--- src/rtl/core/ard_pkg.sv ---
// Package for the radial dead zone block: sizes, kind codes and the
// pipeline item record. No dependencies.
`default_nettype none
package ard_pkg;

    // Sample and fraction sizes (fraction bits must stay below sample bits)
    localparam int SB  = 16;
    localparam int FB  = 14;
    localparam int TW  = FB;
    localparam int AW  = SB;
    localparam int SSW = 2 * SB;
    localparam int MW  = SSW / 2;
    localparam int NW  = AW + MW;
    localparam int DW  = FB + 1 + MW;
    localparam int QW  = SB;
    localparam int QS  = SB - FB;
    localparam logic [TW-1:0] THRESH_RESET = TW'(3277);

    // Sample kinds
    localparam logic [1:0] CMD_PASS  = 2'd0;
    localparam logic [1:0] CMD_ONE   = 2'd1;
    localparam logic [1:0] CMD_TWO   = 2'd2;
    localparam logic [1:0] CMD_THREE = 2'd3;

    // Record that travels down the pipeline with each request
    typedef struct packed {
        logic [1:0]             cmd;
        logic signed [SB-1:0]   x;
        logic signed [SB-1:0]   y;
        logic signed [SB-1:0]   z;
        logic [2:0][AW-1:0]     a;
        logic [2:0]             neg;
        logic [TW-1:0]          t;
        logic                   dz;
        logic [MW-1:0]          m;
        logic [MW-1:0]          mt;
        logic [DW-1:0]          d;
    } t_item;

endpackage
`default_nettype wire

--- src/rtl/core/ard_sqrt.sv ---
// Pipelined integer square root, one root bit per stage.
// Depends on ard_pkg.
`default_nettype none
module ard_sqrt (
    input  wire                     i_clk,
    input  wire                     i_en,
    input  wire [ard_pkg::SSW-1:0]  i_ss,
    output logic [ard_pkg::MW-1:0]  o_root
);
    import ard_pkg::*;

    localparam int RW = MW + 2;

    logic [RW-1:0]  w_rem  [0:MW];
    logic [MW-1:0]  w_root [0:MW];
    logic [SSW-1:0] w_rest [0:MW];

    assign w_rem[0]  = '0;
    assign w_root[0] = '0;
    assign w_rest[0] = i_ss;

    genvar g;
    generate
        for (g = 0; g < MW; g++) begin : g_stage
            logic [RW+1:0] sh;
            logic [RW+1:0] trial;
            logic          ge;
            logic [RW-1:0] r_rem;
            logic [MW-1:0] r_root;
            logic [SSW-1:0] r_rest;

            // Bring in the next two radicand bits and try a one
            always_comb begin
                sh    = {w_rem[g], w_rest[g][SSW-1 -: 2]};
                trial = (RW+2)'({w_root[g], 2'b01});
                ge    = (sh >= trial);
            end

            // Advance one stage
            always_ff @(posedge i_clk) begin
                if (i_en) begin
                    r_rem  <= ge ? RW'(sh - trial) : RW'(sh);
                    r_root <= {w_root[g][MW-2:0], ge};
                    r_rest <= {w_rest[g][SSW-3:0], 2'b00};
                end
            end

            assign w_rem[g+1]  = r_rem;
            assign w_root[g+1] = r_root;
            assign w_rest[g+1] = r_rest;
        end
    endgenerate

    assign o_root = w_root[MW];

endmodule
`default_nettype wire

--- config.mk ---
export PLATFORM = sky130hd
export DESIGN_NAME = ard_sqrt
export DESIGN_NICKNAME = d
export VERILOG_FILES = /design/src/rtl/core/ard_pkg.sv /design/src/rtl/core/ard_sqrt.sv
export SDC_FILE = /design/constraint.sdc
export NUM_CORES = 1
export LEC_CHECK = 0
export ABC_CLOCK_PERIOD_IN_PS = 3800
export BUFFER_PORTS_ARGS = -buffer_cell sky130_fd_sc_hd__clkbuf_2
export CELL_PAD_IN_SITES_DETAIL_PLACEMENT = 0
export CELL_PAD_IN_SITES_GLOBAL_PLACEMENT = 1
export CORE_MARGIN = 1
export CORE_UTILIZATION = 53
export DETAILED_ROUTE_END_ITERATION = 12
export GPL_TIMING_DRIVEN = 0
export PLACE_DENSITY = 0.8
export SETUP_SLACK_MARGIN = 0.02
export SYNTH_ARGS = -nofsm -noshare
export SYNTH_HDL_FRONTEND = slang
export SYNTH_SLANG_ARGS = --single-unit
--- constraint.sdc ---
create_clock -name i_clk -period 3.8 [get_ports i_clk]
set_clock_uncertainty 0.1 [all_clocks]
set_input_delay 0.76 -clock i_clk [delete_from_list [all_inputs] [get_ports i_clk]]
set_output_delay 0.76 -clock i_clk [all_outputs]
set_load 0.1 [all_outputs]
==> results_dict.tcl <==
set metrics [dict create \
    met3_length_mm 2.40 \
    postPlaceCellArea_um2 30500 \
    yosysMostFrequentCell "edfxtp_1" \
    grtUsageTotal_pct 18.7 \
    finalInstanceArea_um2 32700 \
    fp.dieH_um 237 \
    syn_area_um2 29200 \
    dieWidth_um 237 \
    drtAntennaViolNets 0 \
    worst_pin_slew_ns 1.17 \
    vias 17400 \
    wl_met1_mm 24.0 \
    async_flop_share_pct 0 \
    r2r_cells 8 \
    ys_seq_area_share_pct 64.4 \
    hold_slack_ns 0.226 \
    worstPathArrival_ns 3.82 \
    p_switching_mw 4.55 \
    clock_path_buffers 3 \
    p_leak_nw 12.4 \
    ys_ff_latch 626 \
    htree_levels 3 \
    yosysUniqueCellTypes 72 \
    layout.cells.non_filler 3097 \
    nets 2540 \
    die_area_um2 56000 \
    hp-class "in -> reg" \
    fillers 4216 \
    p_per_area_nw_per_um2 550 \
    timing.final.crit_share_pct 93.9 \
    cp-end-kind "flop" \
    synth_top_flop_cell "edfxtp_1" \
    grt_pass1_vias 16900 \
    highest_layer "met4" \
    slew_viol_final 0 \
    hold_buffers 0 \
    cp_max_fo 7 \
    fin_crit_ns 3.57 \
    swShare_pct 25.4 \
    grt_max_degree 130 \
    num_rows 85 \
    drc 0 \
    wl_per_cell_um 16.6 \
    num_antenna_cells 0 \
    status "complete, no violations" \
    final_core_util_pct 60.3 \
    slew_headroom_pct 21.4 \
    cp.required_ns 4.05 \
    postSynthCellCount 2230 \
    rsz0062_at_grt "no" \
    port_buffers 49 \
    p_seq_share_pct 49.8 \
    critical_path_class "reg -> reg" \
    numCtsBuffers 67 \
    grt-ovfl-total 0 \
    area_growth_pct 11.8 \
    synthTopCellsByArea "edfxtp_1, ha_1, xor2_1" \
    hold_viol_final 0 \
    cap_violations 0 \
    avgSynthCellArea_um2 13.1 \
    vias_per_cell 5.61 \
    io_pins 50 \
    yosysWarnings 0 \
    antenna_found_initial 0 \
    clock_tree.root_cell "clkbuf_16" \
    tns_ns 0 \
    cts_tree "yes" \
    hold_depth 1 \
    drt_first_pass_iters 5 \
    internal_power_mw 13.4 \
    floorplan.initialDensity_pct 53.9 \
    max-vdd-ir-drop_mv 0.426 \
    combPwrFrac_pct 14.4 \
    synth_top_area_cell "edfxtp_1" \
    dp_hpwl_mm 36.6 \
    grt_pass1_wl_mm 84.1 \
    p_clk_share_pct 35.7 \
    routed_wl_mm 51.5 \
    drive_above_1_share_pct 8.66 \
    drt_iter0_drc 1212 \
    place_inst 2980 \
    fmax_ghz 0.280 \
    cp-start-kind "flop" \
    synth.top_cells.by_count "edfxtp_1, inv_1, ha_1, nor2_1, nand2_1" \
    synth-edff-count 626 \
    clkSlewWorstSetupHoldPaths_ns 0.06 \
    synth_top_area_share_pct 64.4 \
    post_cts_buffers 0 \
    setup_viol 0 \
    cts_sinks 626 \
    worst_skew_pair.late_latency_ns 0.61 \
    core-area_um2 54100 \
    gp_congestion 0.944 \
    routed-wl-met2_mm 24.0 \
    synth_nets 2417 \
]
## registers in the layout, indices dropped and copies added (netlist names)
signal and cells:
g_stage.r_rem 250, g_stage.r_rest 240, g_stage.r_root 120, o_root 16
## layer usage
metal / up-vias / track usage (%)
met2: 369 / 30.2
met1: 8330 / 26.0
met4: 0 / 5.19
li1: 8586 / -
met3: 81 / 3.35
met5: - / 0
## path summary, 6_finish.rpt
| check | from | to | slack (ns) |
|---|---|---|---|
| worst max register to register | g_stage[9].r_rem[3] | g_stage[10].r_rem[16] | 0.23 |
| worst max-delay path | g_stage[9].r_rem[3] | g_stage[10].r_rem[16] | 0.23 |
| worst min register to register | g_stage[2].r_rest[28] | g_stage[3].r_rest[30] | 0.31 |
| worst min-delay path | i_ss[18] | g_stage[0].r_rest[20] | 0.23 |
## cell families (layout without fill, tap and decap cells)
family          after synthesis  after routing  share of synthesized area, %
flops                       626            626                          64.4
simple gates                595            595                          10.3
compound gates              414            414                          8.92
buf+inv                     219            390                          2.82
xor+xnor                    179            179                          5.37
fa+ha+maj                   153            153                          6.56
mux                          43             43                          1.61
other cells                   1              1                        0.0128
## worst max-delay path: stages (launching register included)
cell and delay (ns):
edfxtp_1 0.39, ha_1 0.30, clkbuf_1 0.18, a211o_1 0.34
a311o_1 0.34, a221o_1 0.38, a2111oi_0 0.92, nand3_1 0.20
xnor2_1 0.17
## power groups by stage
stage / Clock (mW) / Sequential (mW) / Combinational [mW]
6_report: 6.42 / 8.95 / 2.59
5_1_grt: 6.85 / 9.03 / 2.91
4_1_cts: 6.59 / 8.96 / 2.58
3_5_place_dp: 0 / 9.10 / 2.56
3_3_place_gp: 0 / 9.25 / 2.49
2_1_floorplan: 0 / 8.98 / 1.88
## timing repair
action,CTS,global route
resized for setup,1,2
endpoints found under the setup margin,10,11
gates cloned,0,0
## area by class of cell
type	count	area (um2)	area share [%]
clock buffer	78	1740	5.33
buffer	35	134	0.410
clock inverter	39	443	1.36
sequential	626	18800	57.6
inverter	184	691	2.12
tap	696	871	2.67
multi-input combinational	1385	9590	29.4
timing repair buffer	54	392	1.20
## through the flow
| step | total power [mW] | setup slack (ns) |
|---|---|---|
| finish | 18.0 | 0.232 |
| global placement | 11.7 | -8.05 |
| floorplan | 10.9 | 0.639 |
| global route | 18.8 | 0.0727 |
| CTS | 18.1 | 0.100 |
| detailed placement | 11.7 | -0.0815 |
## cells in the final DEF (no fill, tap or decap), types with 10 or more instances in the layout
cell type / instances
o21ai_0: 99
a211oi_1: 22
or4_1: 13
nor2_1: 152
nor4_1: 37
clkbuf_16: 68
clkinv_1: 13
xor2_1: 91
and3_1: 10
o31ai_1: 13
clkbuf_2: 49
clkinv_2: 10
clkbuf_1: 41
nand2_1: 136
nand3_1: 32
or3_1: 20
nand4_1: 21
ha_1: 153
xnor2_1: 88
edfxtp_1: 626
mux2i_1: 12
inv_1: 183
nor3_1: 66
a21oi_1: 126
nand2b_1: 25
a21o_1: 29
o211ai_1: 23
o21a_1: 26
nor2b_1: 19
mux2_2: 31
(Power assumes the default switching activity.)
