**config.mk**
```make
export PLATFORM = sky130hd
export DESIGN_NAME = ard_div
export DESIGN_NICKNAME = d
export VERILOG_FILES = /design/src/rtl/core/ard_pkg.sv /design/src/rtl/core/ard_div.sv
export SDC_FILE = /design/constraint.sdc
export NUM_CORES = 2
export LEC_CHECK = 0
export ABC_AREA = 1
export CAP_MARGIN = 20
export CORE_MARGIN = 8
export CORE_UTILIZATION = 50
export DETAILED_ROUTE_END_ITERATION = 7
export DONT_BUFFER_PORTS = 1
export PLACE_DENSITY = 0.75
export SLEW_MARGIN = 20
export SYNTH_ARGS = -nofsm -noshare
export SYNTH_HDL_FRONTEND = slang
export SYNTH_SLANG_ARGS = --single-unit
```
**constraint.sdc**
```tcl
create_clock -name i_clk -period 2.34 [get_ports i_clk]
set_clock_uncertainty 0.2 [all_clocks]
set_input_delay 0.234 -clock i_clk [delete_from_list [all_inputs] [get_ports i_clk]]
set_output_delay 0.234 -clock i_clk [all_outputs]
set_load 0.01 [all_outputs]
```
**src/rtl/core/ard_pkg.sv**
```systemverilog
// Package for the radial dead zone block: sizes, kind codes and the
// pipeline item record. No dependencies.
`default_nettype none
package ard_pkg;

    // Sample and fraction sizes (fraction bits must stay below sample bits)
    localparam int SB  = 16;
    localparam int FB  = 14;
    localparam int TW  = FB;
    localparam int AW  = SB;
    localparam int SSW = 2 * SB;
    localparam int MW  = SSW / 2;
    localparam int NW  = AW + MW;
    localparam int DW  = FB + 1 + MW;
    localparam int QW  = SB;
    localparam int QS  = SB - FB;
    localparam logic [TW-1:0] THRESH_RESET = TW'(3277);

    // Sample kinds
    localparam logic [1:0] CMD_PASS  = 2'd0;
    localparam logic [1:0] CMD_ONE   = 2'd1;
    localparam logic [1:0] CMD_TWO   = 2'd2;
    localparam logic [1:0] CMD_THREE = 2'd3;

    // Record that travels down the pipeline with each request
    typedef struct packed {
        logic [1:0]             cmd;
        logic signed [SB-1:0]   x;
        logic signed [SB-1:0]   y;
        logic signed [SB-1:0]   z;
        logic [2:0][AW-1:0]     a;
        logic [2:0]             neg;
        logic [TW-1:0]          t;
        logic                   dz;
        logic [MW-1:0]          m;
        logic [MW-1:0]          mt;
        logic [DW-1:0]          d;
    } t_item;

endpackage
`default_nettype wire

```
**src/rtl/core/ard_div.sv**
```systemverilog
// Pipelined restoring divider, one quotient bit per stage.
// Depends on ard_pkg.
`default_nettype none
module ard_div (
    input  wire                     i_clk,
    input  wire                     i_en,
    input  wire [ard_pkg::DW-1:0]   i_rem,
    input  wire [ard_pkg::QW-1:0]   i_lo,
    input  wire [ard_pkg::DW-1:0]   i_div,
    output logic [ard_pkg::QW-1:0]  o_quo,
    output logic [ard_pkg::DW-1:0]  o_rem
);
    import ard_pkg::*;

    logic [DW-1:0] w_rem [0:QW];
    logic [QW-1:0] w_lo  [0:QW];
    logic [QW-1:0] w_quo [0:QW];
    logic [DW-1:0] w_div [0:QW];

    assign w_rem[0] = i_rem;
    assign w_lo[0]  = i_lo;
    assign w_quo[0] = '0;
    assign w_div[0] = i_div;

    genvar g;
    generate
        for (g = 0; g < QW; g++) begin : g_stage
            logic [DW:0]   sh;
            logic          ge;
            logic [DW-1:0] r_rem;
            logic [QW-1:0] r_lo;
            logic [QW-1:0] r_quo;
            logic [DW-1:0] r_div;

            // Shift in one dividend bit and compare with the divisor
            always_comb begin
                sh = {w_rem[g], w_lo[g][QW-1]};
                ge = (sh >= {1'b0, w_div[g]});
            end

            // Advance one stage
            always_ff @(posedge i_clk) begin
                if (i_en) begin
                    r_rem <= ge ? DW'(sh - {1'b0, w_div[g]}) : DW'(sh);
                    r_lo  <= {w_lo[g][QW-2:0], 1'b0};
                    r_quo <= {w_quo[g][QW-2:0], ge};
                    r_div <= w_div[g];
                end
            end

            assign w_rem[g+1] = r_rem;
            assign w_lo[g+1]  = r_lo;
            assign w_quo[g+1] = r_quo;
            assign w_div[g+1] = r_div;
        end
    endgenerate

    assign o_quo = w_quo[QW];
    assign o_rem = w_rem[QW];

endmodule
`default_nettype wire

```
==> tab_implementation.tex <==
\begin{tabular}{lr}
\hline
Metric & Value \\
\hline
\multicolumn{2}{l}{\textbf{Status}} \\
\quad Result of the run & finished with violations \\
\quad Violations in the final reports & negative hold slack, max-slew violations, negative setup slack \\
\multicolumn{2}{l}{\textbf{Drt}} \\
\quad Initial DRC count & between 8,000 and 9,000 \\
\quad Final routed wire length divided by cell count & approximately 18 um \\
\quad Length of the first detailed-routing pass in iterations & 6 \\
\quad Final routed DRC violation total & 0 \\
\quad Routed WL & between 200,000 and 300,000 um \\
\quad Routed via count divided by cell count & roughly 5.1 \\
\quad Post-DRT Antenna Nets & 0 \\
\quad DR vias & roughly 84,000 \\
\multicolumn{2}{l}{\textbf{Global routing}} \\
\quad Global routing usage on met1 & 0.408 \\
\quad Wire length of the first global-routing pass & approximately 430,000 um \\
\quad Met2 capacity usage during global routing & 0.491 \\
\quad Initial antenna violation count & 3 \\
\quad Maximum number of pins on one net before global-route repair & around 230 \\
\quad Overall track demand over capacity in global routing & 0.300 \\
\quad Met3 track demand over resource in global routing & 0.0477 \\
\quad Global route overflow & 0 \\
\quad Number of global-route vias before repair & 79,300 \\
\quad Top Usage Layer GRT & met2 \\
\multicolumn{2}{l}{\textbf{Synthesis}} \\
\quad Share of async-settable or async-resettable flops after synthesis & 0 \\
\quad Count of flip-flops with a built-in enable after synthesis & $\sim$1,200 \\
\quad Post-Synthesis Net Count & between 10,000 and 15,000 \\
\quad Cell variety after synth & 27 \\
\quad Area of the mapped netlist & between 80,000 and 90,000 um2 \\
\quad Gate count after technology mapping & 11,300 \\
\quad Count of synthesis-stage warnings from yosys & 0 \\
\quad Number of flip-flops and latches in the synthesized netlist & around 1,200 \\
\quad Share of the yosys chip area belonging to registers & 0.440 \\
\quad Main synth FF type & edfxtp\_1 \\
\quad Avg Cell Area, Syn & 7.34 um2 \\
\multicolumn{2}{l}{\textbf{Clock network}} \\
\quad TritonCTS sink count & 1,217 \\
\quad Buffers from clock root to sink, at most & 3 \\
\quad Cts bufs inserted & 139 \\
\quad Clock insertion delay at the later pin of the skew report & 800 ps \\
\quad Root buffer cell & clkbuf\_16 \\
\quad H-tree Lvls & 4 \\
\quad Worst-path clk slew & approximately 70 ps \\
\quad CTS tree & yes \\
\multicolumn{2}{l}{\textbf{Pwr}} \\
\quad Leak pwr & between 60 and 70 nW \\
\quad Clock network fraction of design power & 0.142 \\
\quad Power density over the cells & $\sim$1300 nW/um2 \\
\quad Cell internal power dissipation & 90.2 mW \\
\quad NetSw & roughly 69 mW \\
\quad Worst IR Drop VDD & 920 uV \\
\quad Switching share of power & 0.432 \\
\quad Portion of total power attributed to combinational logic & 0.622 \\
\quad Sequential power share & 0.236 \\
\multicolumn{2}{l}{\textbf{Timing}} \\
\quad Tcrit/Tclk final & 1.13 \\
\quad Setup repair after global routing missed its margin & yes \\
\quad Worst hold-check slack & -634 ps \\
\quad \# setup viols final & $\sim$630 \\
\quad Number of pins with negative max-slew slack in the final report & 99 \\
\quad Highest achievable clock rate & 0.377 GHz \\
\quad Fin crit period & between 2000 and 3000 ps \\
\quad Slew @ Worst Pin & 1730 ps \\
\quad Hold violation total from the final report & 122 \\
\quad PnR worst setup slack & -310 ps \\
\quad Worst-case headroom to the max-slew limit & -0.152 \\
\multicolumn{2}{l}{\textbf{Placement}} \\
\quad Port-buffer cells & 0 \\
\quad Routability cong. & 0.997 \\
\quad Placed wire-length estimate & $\sim$210,000 um \\
\quad Post-placement cell count & 15,600 \\
\multicolumn{2}{l}{\textbf{Setup path}} \\
\quad Critical Path Fanout Max & 7 \\
\quad Critical Path Start Type & register \\
\quad Data required time of the critical path & 2680 ps \\
\quad Worst EP arrival & roughly 3000 ps \\
\quad Critical Path Sink Type & register \\
\quad WS Path Type & register to register \\
\multicolumn{2}{l}{\textbf{Floorplan}} \\
\quad Die area & 179,000 um2 \\
\quad Standard-cell rows & between 100 and 150 \\
\quad Die Width & between 400 and 500 um \\
\quad Count of boundary I/O pins & between 100 and 150 \\
\quad Core area & around 160,000 um2 \\
\quad Die boundary height & about 420 um \\
\quad Starting density of the core & 0.503 \\
\multicolumn{2}{l}{\textbf{Final layout}} \\
\quad Seq. cell area & about 37,000 um2 \\
\quad Final net count & about 15,000 \\
\quad Filler-free cell count of the finished design & 16,400 \\
\quad Area Growth Syn to Fin & 44.0\% \\
\quad Commonest non-fill, non-tap cell in the layout & nand2\_1 \\
\quad Commonest non-fill, non-tap cells in the layout & nand2\_1, buf\_4, inv\_1, edfxtp\_1, nor2\_1 \\
\quad Area of the multi-input gates & around 43,000 um2 \\
\quad Share of cells above drive strength 1 & 0.298 \\
\quad Number of inserted filler cells in the final layout & $\sim$12,000 \\
\multicolumn{2}{l}{\textbf{Hold path}} \\
\quad Class of the tightest hold or removal check & primary input to register \\
\multicolumn{2}{l}{\textbf{Flow run}} \\
\quad Max cap viols & 0 \\
\hline
\end{tabular}
layout make-up:
type | count | area share
Antenna cell | 2 | 0.0000419
Clock buffer | 157 | 0.0300
Clock inverter | 98 | 0.00898
Inverter | 2483 | 0.0797
Multi-Input combinational cell | 7507 | 0.361
Sequential cell | 1217 | 0.306
Tap cell | 2189 | 0.0229
Timing Repair Buffer | 2760 | 0.189
Timing Repair inverter | 18 | 0.00242
cell usage after synthesis, types with 34 or more instances:
cell / count / share of area
a21oi_1: 268 / 0.016
buf_2: 64 / 0.0039
edfxtp_1: 1217 / 0.44
ha_1: 496 / 0.075
inv_1: 2449 / 0.11
inv_2: 34 / 0.0015
nand2_1: 4688 / 0.21
nand3_1: 694 / 0.042
nand3b_1: 44 / 0.0040
nand4_1: 98 / 0.0074
nor2_1: 650 / 0.029
nor3_1: 63 / 0.0038
o21ai_0: 48 / 0.0029
o21bai_1: 48 / 0.0043
xor2_1: 222 / 0.023
timing repair:
item                                   CTS  global route
endpoints found under the hold margin  354           128
cloned                                  39            21
buffers inserted                       207           213
setup endpoints to repair              478           510
pin swaps                              173           252
resized for setup                      840           816
hold buffers                           126             5
registers in the layout (all words and copies together) (netlist names):
name           count
g_stage.r_rem    465
o_rem             31
g_stage.r_lo     120
g_stage.r_quo    120
g_stage.r_div    465
o_quo             16
kinds of logic (layout without fill, tap and decap cells):
logic type / count (synthesis) / in the layout / synth area share
AO/OA/AOI/OAI: 367 / 367 / 0.0237
other: 0 / 2 / 0
adder cells (fa/ha/maj): 512 / 512 / 0.0787
AND/OR/NAND/NOR: 6404 / 6405 / 0.313
buffers and inverters: 2579 / 5516 / 0.121
XOR/XNOR: 223 / 223 / 0.0235
flip-flops: 1217 / 1217 / 0.440
metal layers:
metal  wire, um  vias up
met5         15        -
met3      24400      712
met2     135000     3554
met4      11000        2
li1           -    40600
met1     122000    39100
final timing paths:
| check | from | endpoint | slack (ps) | depth (start not counted) |
|---|---|---|---|---|
| worst max-delay path | g_stage[4].r_div[9]$_DFFE_PP_ | g_stage[5].r_rem[22]$_DFFE_PP_ | -310 | 13 |
| worst min-delay path | i_en | g_stage[0].r_div[0]$_DFFE_PP_ | -630 | 0 |
| worst max register to register | g_stage[4].r_div[9]$_DFFE_PP_ | g_stage[5].r_rem[22]$_DFFE_PP_ | -310 | 13 |
| worst min register to register | g_stage[11].r_lo[13]$_DFFE_PP_ | g_stage[12].r_lo[14]$_DFFE_PP_ | 200 | 0 |
worst max-delay path, stage by stage, from the launching register on:
cell	delay, ps
edfxtp_1	500
inv_1	160
ha_4	230
nand2_1	70
nand2_1	80
nand2_1	100
nand2_2	100
a21oi_4	210
nand3_4	120
nand2_4	150
nand2_8	130
buf_12	190
nand3_2	90
nand2_1	60
per-stage QoR:
step	total power [mW]	instance area, um2	setup slack (ps)	TNS [ps]	util
finish	159	119000	-310	-93330	0.725
global route	169	119000	-392	-129380	0.725
floorplan	77.5	83100	-8.70	-1210	-
global placement	114	102000	-508	-360630	0.618
CTS	148	114000	-220	-58120	0.691
detailed placement	115	102000	-665	-393220	0.618
power groups by stage:
stage               combinational, mW  sequential, mW  clock, mW
detailed placement               78.0            37.0          0
floorplan                        43.1            34.4          0
global route                      107            37.8       23.6
global placement                 76.5            37.0          0
finish                           98.9            37.5       22.5
CTS                              87.9            37.0       22.8
Power figures use the tool's default switching activity.
